[src/rtl/core/mtg_pkg.sv]
// ----------------------------------------------------------------------------
// mtg_pkg
// constants, command and status types and tempering for the generator
// ----------------------------------------------------------------------------
package mtg_pkg;

    localparam int MT_DEPTH = 624;
    localparam int MT_IDX_W = 10;

    typedef logic [MT_IDX_W-1:0] t_idx;
    typedef logic [31:0]         t_word;

    localparam t_idx MT_SIZE     = 10'd624;
    localparam t_idx MT_LAST     = 10'd623;
    localparam t_idx MT_SHIFT    = 10'd397;
    localparam t_idx MT_NXT_WRAP = 10'd622;
    localparam t_idx MT_FAR_WRAP = 10'd226;
    localparam t_idx MT_FAR_NEXT = 10'd398;

    localparam t_word MT_MATRIX       = 32'h9908_b0df;
    localparam t_word MT_HIGH_BIT     = 32'h8000_0000;
    localparam t_word MT_LOW_BITS     = 32'h7fff_ffff;
    localparam t_word MT_TEMPER_B     = 32'h9d2c_5680;
    localparam t_word MT_TEMPER_C     = 32'hefc6_0000;
    localparam t_word MT_SEED_MULT    = 32'd69069;
    localparam t_word MT_DEFAULT_SEED = 32'd4375;

    typedef enum logic {
        OP_SEED = 1'b0,
        OP_DRAW = 1'b1
    } t_op;

    typedef enum logic [1:0] {
        RD_POS   = 2'd0,
        RD_FIRST = 2'd1,
        RD_LOAD  = 2'd2,
        RD_TWIST = 2'd3
    } t_rd_mode;

    typedef struct packed {
        logic     seed_start;
        logic     seed_dflt;
        logic     seed_step;
        logic     regen_init;
        logic     regen_load;
        logic     regen_step;
        logic     out_load;
        t_rd_mode rd_mode;
    } t_cmd;

    typedef struct packed {
        logic pos_full;
        logic idx_last;
        logic out_free;
    } t_sts;

    function automatic t_word temper(input t_word y_in);
        t_word y;
        y = y_in;
        y = y ^ (y >> 11);
        y = y ^ ((y << 7) & MT_TEMPER_B);
        y = y ^ ((y << 15) & MT_TEMPER_C);
        y = y ^ (y >> 18);
        return y;
    endfunction

endpackage

[src/rtl/core/mtg_ctrl.sv]
// ----------------------------------------------------------------------------
// mtg_ctrl
// sequencer for seeding, table regeneration and draws
// ----------------------------------------------------------------------------
module mtg_ctrl
    import mtg_pkg::*;
(
    input  logic i_clk,
    input  logic i_rst_n,
    input  logic i_valid,
    input  logic i_op,
    output logic o_stall,
    output t_cmd o_cmd,
    input  t_sts i_sts
);

    typedef enum logic [6:0] {
        S_IDLE  = 7'b0000001,
        S_SEED  = 7'b0000010,
        S_PRIME = 7'b0000100,
        S_LOAD  = 7'b0001000,
        S_TWIST = 7'b0010000,
        S_READ  = 7'b0100000,
        S_DRAW  = 7'b1000000
    } t_state;

    t_state r_state, n_state;
    logic   r_seeded, n_seeded;
    logic   r_draw, n_draw;

    always_comb begin
        n_state  = r_state;
        n_seeded = r_seeded;
        n_draw   = r_draw;
        o_cmd    = '0;
        o_cmd.rd_mode = RD_POS;
        o_stall  = 1'b1;
        case (r_state)
            S_IDLE: begin
                o_stall = 1'b0;
                if (i_valid) begin
                    if (i_op == OP_SEED) begin
                        o_cmd.seed_start = 1'b1;
                        n_draw  = 1'b0;
                        n_state = S_SEED;
                    end else if (!r_seeded) begin
                        o_cmd.seed_start = 1'b1;
                        o_cmd.seed_dflt  = 1'b1;
                        n_draw  = 1'b1;
                        n_state = S_SEED;
                    end else if (i_sts.pos_full) begin
                        n_state = S_PRIME;
                    end else begin
                        n_state = S_DRAW;
                    end
                end
            end
            S_SEED: begin
                o_cmd.seed_step = 1'b1;
                if (i_sts.idx_last) begin
                    n_seeded = 1'b1;
                    n_state  = r_draw ? S_PRIME : S_IDLE;
                end
            end
            S_PRIME: begin
                o_cmd.regen_init = 1'b1;
                o_cmd.rd_mode    = RD_FIRST;
                n_state = S_LOAD;
            end
            S_LOAD: begin
                o_cmd.regen_load = 1'b1;
                o_cmd.rd_mode    = RD_LOAD;
                n_state = S_TWIST;
            end
            S_TWIST: begin
                o_cmd.regen_step = 1'b1;
                o_cmd.rd_mode    = RD_TWIST;
                if (i_sts.idx_last) begin
                    n_state = S_READ;
                end
            end
            S_READ: begin
                n_state = S_DRAW;
            end
            S_DRAW: begin
                if (i_sts.out_free) begin
                    o_cmd.out_load = 1'b1;
                    n_state = S_IDLE;
                end
            end
            default: begin
                n_state = S_IDLE;
            end
        endcase
    end

    always_ff @(posedge i_clk) begin
        if (!i_rst_n) begin
            r_state  <= S_IDLE;
            r_seeded <= 1'b0;
            r_draw   <= 1'b0;
        end else begin
            r_state  <= n_state;
            r_seeded <= n_seeded;
            r_draw   <= n_draw;
        end
    end

endmodule

[config.mk]
export PLATFORM = sky130hd
export DESIGN_NAME = mtg_ctrl
export DESIGN_NICKNAME = d
export VERILOG_FILES = /design/src/rtl/core/mtg_pkg.sv /design/src/rtl/core/mtg_ctrl.sv
export SDC_FILE = /design/constraint.sdc
export NUM_CORES = 1
export LEC_CHECK = 0
export BUFFER_PORTS_ARGS = -buffer_cell sky130_fd_sc_hd__buf_2
export CAP_MARGIN = 20
export CORE_ASPECT_RATIO = 0.9
export CORE_UTILIZATION = 30
export DETAILED_ROUTE_END_ITERATION = 8
export PLACE_DENSITY = 0.6
export SETUP_SLACK_MARGIN = 0.15
export SYNTH_ARGS = -nofsm -noshare
export SYNTH_HDL_FRONTEND = slang
export SYNTH_SLANG_ARGS = --single-unit
[constraint.sdc]
create_clock -name i_clk -period 2.05 [get_ports i_clk]
set_input_delay 0.205 -clock i_clk [delete_from_list [all_inputs] [get_ports i_clk]]
set_output_delay 0.205 -clock i_clk [all_outputs]
set_load 0.02 [all_outputs]
### Word-level counts from Yosys, hierarchy flattened

Index checks and enable logic that the tools add are counted.

| word-level totals | value |
|---|---|
| register bits after elaboration | 9 |
| bits of input ports | 7 |
| output and inout port bits | 10 |
| logic and storage cells | 42 |

| cells by class | value |
|---|---|
| eq/ne operators | 12 |
| mux-type cells | 24 |
| reduce and logical (&&, ||, !) cells | 3 |

Operator list:

| operator | number |
|---|---|
| $mux 7 | 7 |
| $pmux 7 s7 | 1 |
| $mux 1 | 11 |
| $ne 2x2->1 const B | 5 |
| $eq 7x1->1 const B | 1 |
| $eq 7x2->1 const B | 1 |
| $eq 7x3->1 const B | 1 |
| $eq 7x4->1 const B | 1 |
| $eq 7x5->1 const B | 1 |
| $eq 7x6->1 const B | 1 |
| $eq 7x7->1 const B | 1 |
| $mux 2 | 3 |
| $pmux 2 s3 | 1 |
| $reduce_and 4->1 | 1 |
| $mux 3 | 1 |
| $reduce_and 3->1 | 1 |
| $reduce_and 2->1 | 1 |

### Depth between registers and ports, before layout

Gate-level depths: netlist of run 1.

| logic depth | value |
|---|---|
| depth after elaboration | 5 |
| depth in mapped cells | 5 |
| gate-level depth less buffers | 4 |

### Worst setup path after synthesis of run 1

Ideal clock, no wire load.

| timing | value |
|---|---|
| path type | reg2reg |
| from | register r_state[1] |
| to | register r_state[4] |
| library setup time | 61 ps |
| data arrival time | 1961 ps |
| required time | 1989 ps |
| path slack | 29 ps |
| stages on the path, launching flop included | 5 |
| path buffers | 1 |
| clock period less this slack | 2021 ps |
| cells stage by stage | dfxtp_1 -> buf_4 -> or4_4 -> nor4b_1 -> o21a_1 |

| between the ends | value |
|---|---|
| longest elaborated chain between the ends | 3 |
| elaborated cells between the ends (all ways) | 13 |
| classes of those cells | eq/ne (11); mux (1); reduce/logical (1) |

RTL lines:

| what | line | RTL |
|---|---|---|
| from (decl) | mtg_ctrl.sv:27 | `t_state r_state, n_state;` |
| from (signal assigned) | mtg_ctrl.sv:103 | `r_state <= n_state;` |
| $eq 7x2->1 (tied with other cells) | mtg_ctrl.sv:38 | `case (r_state)` |
| $ne 2x2->1 (no line) | n/a |  |
| $reduce_and 4->1 (no line) | n/a |  |

Parallel ways exist; a longest one is shown, timed or not.
A chain may end at the register's enable or synchronous reset.

==> results.cfg, run 1 <==
[outcome]
status = completed

[synth]
synthSimpleGateAreaFrac_pct = 39.0
yosys.area.top_type = dfxtp_1
synthArstFlopShare_pct = 0
synth_compound_area_share_pct = 18.4
synth_edf_count = 0
yosysWarnings = 0
synth_area_um2 = 591
synth_fp_nets = 82
synth_mux_area_share_pct = 0
synth-seq-cells = 9
synthTopCellsByCount = 9 x dfxtp_1, 9 x nor2_1, 7 x inv_1, 4 x nor3_1
synthAdderAreaFrac_pct = 1.91
synth_area_per_cell_um2 = 7.87
yosys-top-cells-area = dfxtp_1 31%, nor2_1 5.7%, inv_1 4.4%, nor3_1 3.4%, a31oi_1 3.2%
synth_top_area_share_pct = 30.5
netlist_instances = 75
yosys.area_share.xor_xnor_pct = 2.97
synth.distinct_cells = 33
ys_seq_area_share_pct = 30.5
synthFlopType = dfxtp_1
synth_top_family_by_area = simple AND/OR/NAND/NOR gates

[hold_path]
hold_depth = 2
min_to = r_state[1]
hp-class = input port to register
min_from = i_rst_n

[cells_and_area]
antenna_cells = 0
finalNetCount = 101
nFillCells = 177
layout-drive-gt1-share_pct = 39.8
area_delta_synth_final_pct = 29.9

[timing]
final_hold_viol_count = 0
fin_crit_ns = 1.86
max_slew_margin_pct = 79.8
slew_violations = 0
finalWorstSetupSlack_ns = 0.195
tightest_slew_ns = 0.300
setup_viol = 0
period_share_pct = 90.5
clock_skew_ns = 0.00636
setup_tns_ns = 0
rsz0062_at_grt = yes
max_freq_ghz = 0.539

[drt]
viasPerCell = 5.44
num_vias = 636
dr.pass1.iters = 4
drt-initial-drc-count = 29
wl_per_cell_um = 12.8
wirelength_um = 1490
drtAntennaViolNets = 0
drc = 0

[critical_path]
required_ns = 1.85
reg2reg_to = r_state[0]
rr_worst_depth = 4
path_class = register to primary output
worst-path-max-fanout = 8
cp.arrival_ns = 1.65
critPathLaunchType = register
reg2reg_slack_ns = 0.35
r2r_start = r_state[0]
critPathCaptureType = primary output

[power]
p_total_uw = 540
ir_worst_vdd_mv = 0.387
leakagePower_uw = 0.000338
pwr_density_cell_nw_per_um2 = 704

[cts]
cts_setup_buffers = 0
root_buffer = clkbuf_4
cts.clk_slew.worst_paths_ns = 0.06
cts-buffers-inserted = 3
tritoncts = built
cts_sinks = 9
insertion_delay_ns = 0.26
h-tree-depth = 1
clk_path_buf_depth = 2

[floorplanning]
core_area_um2 = 1750
die_area_um2 = 2150
die_w_um = 48.8
start_util_pct = 33.7
die_height_um = 44.1
rows = 14
io_pins = 17

[placement]
dpl.hpwl_um = 1120
gp_congestion = 0.950
pre_cts_ws_ns = 0.327
port_buffers = 16

[global_route]
grt_overflow_total = 0
grt_pass1_vias = 576
grt.total_usage_pct = 15.1
antenna_found_initial = 0
grt_start_max_net_pins = 13
grt_pass1_wl_um = 2480

[job]
max_cap_violations = 0
-- metal layers --
metal | vias to the layer above | part of all wire, % | global-route usage (%)
li1 | 317 | - | -
met1 | 293 | 48 | 19.7
met2 | 21 | 46 | 23.3
met3 | 5 | 3.2 | 2.06
met4 | 0 | 2.4 | 10.6
met5 | - | 0 | 0
-- worst max-delay path by stage --
| stage | startpoint | endpoint | slack, ns | depth (start not counted) |
|---|---|---|---|---|
| 4_1_cts | r_state[5] | o_cmd[4] | 0.15 | 3 |
| 3_3_place_gp | r_state[0] | r_state[0] | 0.36 | 4 |
| 2_1_floorplan | r_state[1] | r_state[4] | 0.36 | 4 |
| 5_1_grt | r_state[0] | o_cmd[4] | 0.12 | 3 |
| 6_report | r_state[5] | o_cmd[6] | 0.19 | 3 |
| 3_5_place_dp | r_state[0] | r_state[0] | 0.33 | 4 |
-- power breakdown --
| part | leakage (uW) | switching, uW | total [uW] | internal (uW) |
|---|---|---|---|---|
| registers | 0.0000758 | 32.6 | 224 | 192 |
| logic | 0.000247 | 94.8 | 177 | 82.3 |
| clock network | 0.0000150 | 63.5 | 139 | 75.1 |
| total | 0.000338 | 191 | 540 | 349 |
-- worst max-delay path: stages (launching register included) --
cell and delay [ns]:
dfxtp_2 0.36, or4b_2 0.71, nor2_1 0.15, buf_4 0.16
-- cell families (layout without fill, tap and decap cells) --
| family | after synthesis | count (layout) |
|---|---|---|
| AO/OA/AOI/OAI | 16 | 16 |
| adder cells (fa/ha/maj) | 1 | 1 |
| flip-flops | 9 | 9 |
| AND/OR/NAND/NOR | 37 | 37 |
| XOR/XNOR | 2 | 2 |
| buffers and inverters | 10 | 28 |
-- registers in the layout (all words and copies together), names as in the netlist --
register and count:
r_seeded 1, r_draw 1, r_state 7
-- layout make-up --
cell class | instances | area (um2) | share of cell area (%)
clock buffers | 4 | 26.3 | 3.43
inverters | 7 | 26.3 | 3.43
multi-input cells | 56 | 402 | 52.4
flip-flops and latches | 9 | 190 | 24.8
well taps | 24 | 30.0 | 3.92
repair buffers | 17 | 92.6 | 12.1
-- metrics by stage --
stage          hold slack, ns  util, %  instance area, um2  std cells
6_report                0.221     43.8                 767        117
5_1_grt                 0.220     43.8                 767        117
4_1_cts                 0.218     41.5                 727        117
3_5_place_dp            0.509     39.9                 698        113
3_3_place_gp            0.508     39.9                 698        113
2_1_floorplan           0.322        -                 597         75
-- placed cells by master, fill, tap and decap left out, types with 2 or more instances in the layout --
master and count:
inv_1 7, a31oi_1 3, nor2_1 8, nand2_1 3
nand4_1 3, nor3_1 3, dfxtp_2 5, o21ai_0 2
o211ai_1 2, nand3_1 3, buf_2 14, nor3b_1 2
clkbuf_4 3, nand4b_1 2, dfxtp_1 3, o21a_1 2
and4_1 2, buf_4 3, a21oi_1 3
-- what timing repair did --
item,in CTS,in global routing
setup endpoints to repair,2,6
resized for setup,2,12
hold buffers,0,0
endpoints found under the hold margin,0,0
pin swaps,0,0
Power figures use the tool's default switching activity.
==> run 2: changes to the inputs <==
--- a/config.mk
+++ b/config.mk
@@ -5,12 +5,12 @@
 export SDC_FILE = /design/constraint.sdc
 export NUM_CORES = 1
 export LEC_CHECK = 0
-export BUFFER_PORTS_ARGS = -buffer_cell sky130_fd_sc_hd__buf_2
 export CAP_MARGIN = 20
 export CORE_ASPECT_RATIO = 0.9
 export CORE_UTILIZATION = 30
 export DETAILED_ROUTE_END_ITERATION = 8
-export PLACE_DENSITY = 0.6
+export DONT_BUFFER_PORTS = 1
+export PLACE_DENSITY = 0.53
 export SETUP_SLACK_MARGIN = 0.15
 export SYNTH_ARGS = -nofsm -noshare
 export SYNTH_HDL_FRONTEND = slang
==> run 2 against run 1 <==
Via count is 4.7% lower. Core utilization is 3.6 points lower. Die area stayed put. Critical path type unchanged.
==> results.cfg, run 2 (synthesis gave the netlist of run 1 again) <==
[cells_and_area]
largestRegisters = r_state: 7 flops, r_draw: 1 flops, r_seeded: 1 flops
final_area_um2 = 704
layout-drive-gt1-share_pct = 28.7
largest_register_ffs = 7
layout_common_cells = 8 x nor2_1, 6 x inv_1, 5 x dfxtp_1
fin_util_pct = 40.2
nFillCells = 177
antenna_cells = 0
final_common_cell = nor2_1
top_register = r_state
finalNetCount = 88
area_delta_synth_final_pct = 19.3

[global_route]
grt.total_usage_pct = 14.2
grt_pass1_vias = 522
grt_start_max_net_pins = 13
grt_overflow_total = 0
grt_pass1_wl_um = 2320
antenna_found_initial = 0

[power]
power_frac_comb_pct = 30.7
swShare_pct = 34.9
leakagePower_uw = 0.000271
pwr_density_cell_nw_per_um2 = 745
p_sw_uw = 183
clkPwrFrac_pct = 26.4
internal_power_uw = 342
seq_power_share_pct = 42.9
ir_worst_vdd_mv = 0.445

[timing]
period_share_pct = 89.6
finalWorstSetupSlack_ns = 0.214
setup_viol = 0
fin_crit_ns = 1.84
clock_skew_ns = 0.00342
slew_violations = 0
tightest_slew_ns = 0.325
rsz0062_at_grt = yes
max_slew_margin_pct = 78.1
max_freq_ghz = 0.545
whs_ns = 0.0539
setup_tns_ns = 0
final_hold_viol_count = 0

[placement]
dpl.hpwl_um = 1100
postPlaceCellArea_um2 = 641
gp_congestion = 0.868
port_buffers = 0
pre_cts_ws_ns = 0.256

[floorplanning]
io_pins = 17
rows = 14
die_area_um2 = 2150
start_util_pct = 33.7
die_w_um = 48.8
die_height_um = 44.1
core_area_um2 = 1750

[drt]
drc = 0
num_vias = 606
drtAntennaViolNets = 0
wl_per_cell_um = 14.5
drt-initial-drc-count = 16
wirelength_um = 1500
dr.pass1.iters = 4
viasPerCell = 5.83

[outcome]
status = completed

[critical_path]
cp.arrival_ns = 1.63
cp_num_buf_inv = 1
critPathLaunchType = register
required_ns = 1.85
slowest_delay_ns = 0.58
path_cells = or4_4, nor4b_4, buf_4
cp_top_family = simple AND/OR/NAND/NOR gates
worst-path-max-fanout = 8
path_class = register to primary output
r2r_start = r_state[5]
slowest_stage = or4_4
cp-startpoint = r_state[5]
critPathCaptureType = primary output

[cts]
h-tree-depth = 1
insertion_delay_ns = 0.26
ctsHoldBuffers = 0
clk_path_buf_depth = 2
root_buffer = clkbuf_4
cts_setup_buffers = 0
cts-buffers-inserted = 3
cts_sinks = 9
cts.clk_slew.worst_paths_ns = 0.06
tritoncts = built

[job]
max_cap_violations = 0

[hold_path]
min_from = i_rst_n
hp-class = input port to register
-- run 2: cell count changes in the layout (fill, tap and decap cells not counted), sizes merged --
cell  change
buf      -13
-- run 2: cell type report --
cell class	count	area (um2)	share of cell area (%)
Clock buffer	4	26.3	3.73
Inverter	7	26.3	3.73
Multi-Input combinational cell	56	404	57.4
Sequential cell	9	188	26.6
Tap cell	24	30.0	4.26
Timing Repair Buffer	4	30.0	4.26
-- run 2: worst register-to-register path: stages (launching register included) --
cell and delay, ns:
dfxtp_2 0.36, or4_4 0.58, maj3_2 0.34, nor4b_2 0.24
a32oi_1 0.08
-- run 2: routing by layer --
layer	GRT usage (%)	wire length, um
met2	21.1	716
met3	3.09	82
met5	0	0
met1	19.3	681
met4	7.65	22
-- run 2: metrics by stage --
stage / cells / total power [uW]
after global routing: 104 / 557
after global placement: 100 / 377
after detailed placement: 100 / 375
after floorplan: 75 / 350
final: 104 / 525
after CTS: 104 / 515
-- run 2: repair_timing --
item                                    CTS  global route
pin swaps                                 0             2
endpoints found under the setup margin    3             7
hold endpoints to repair                  0             0
cloned                                    0             0
resized for setup                         4             8
-- run 2: worst paths after layout --
path	slack (ns)	end	cells after the start
worst max-delay path	0.21	o_cmd[4]	3
worst min-delay path	0.05	r_state[1]	1
worst max register to register	0.32	r_state[0]	4
worst min register to register	0.57	r_draw	1
-- run 2: power by group through the flow --
stage          Clock [uW]  Sequential [uW]  Combinational, uW
2_1_floorplan           0              200                150
3_3_place_gp            0              221                155
3_5_place_dp            0              223                152
4_1_cts               139              220                156
5_1_grt               150              230                176
6_report              139              225                161
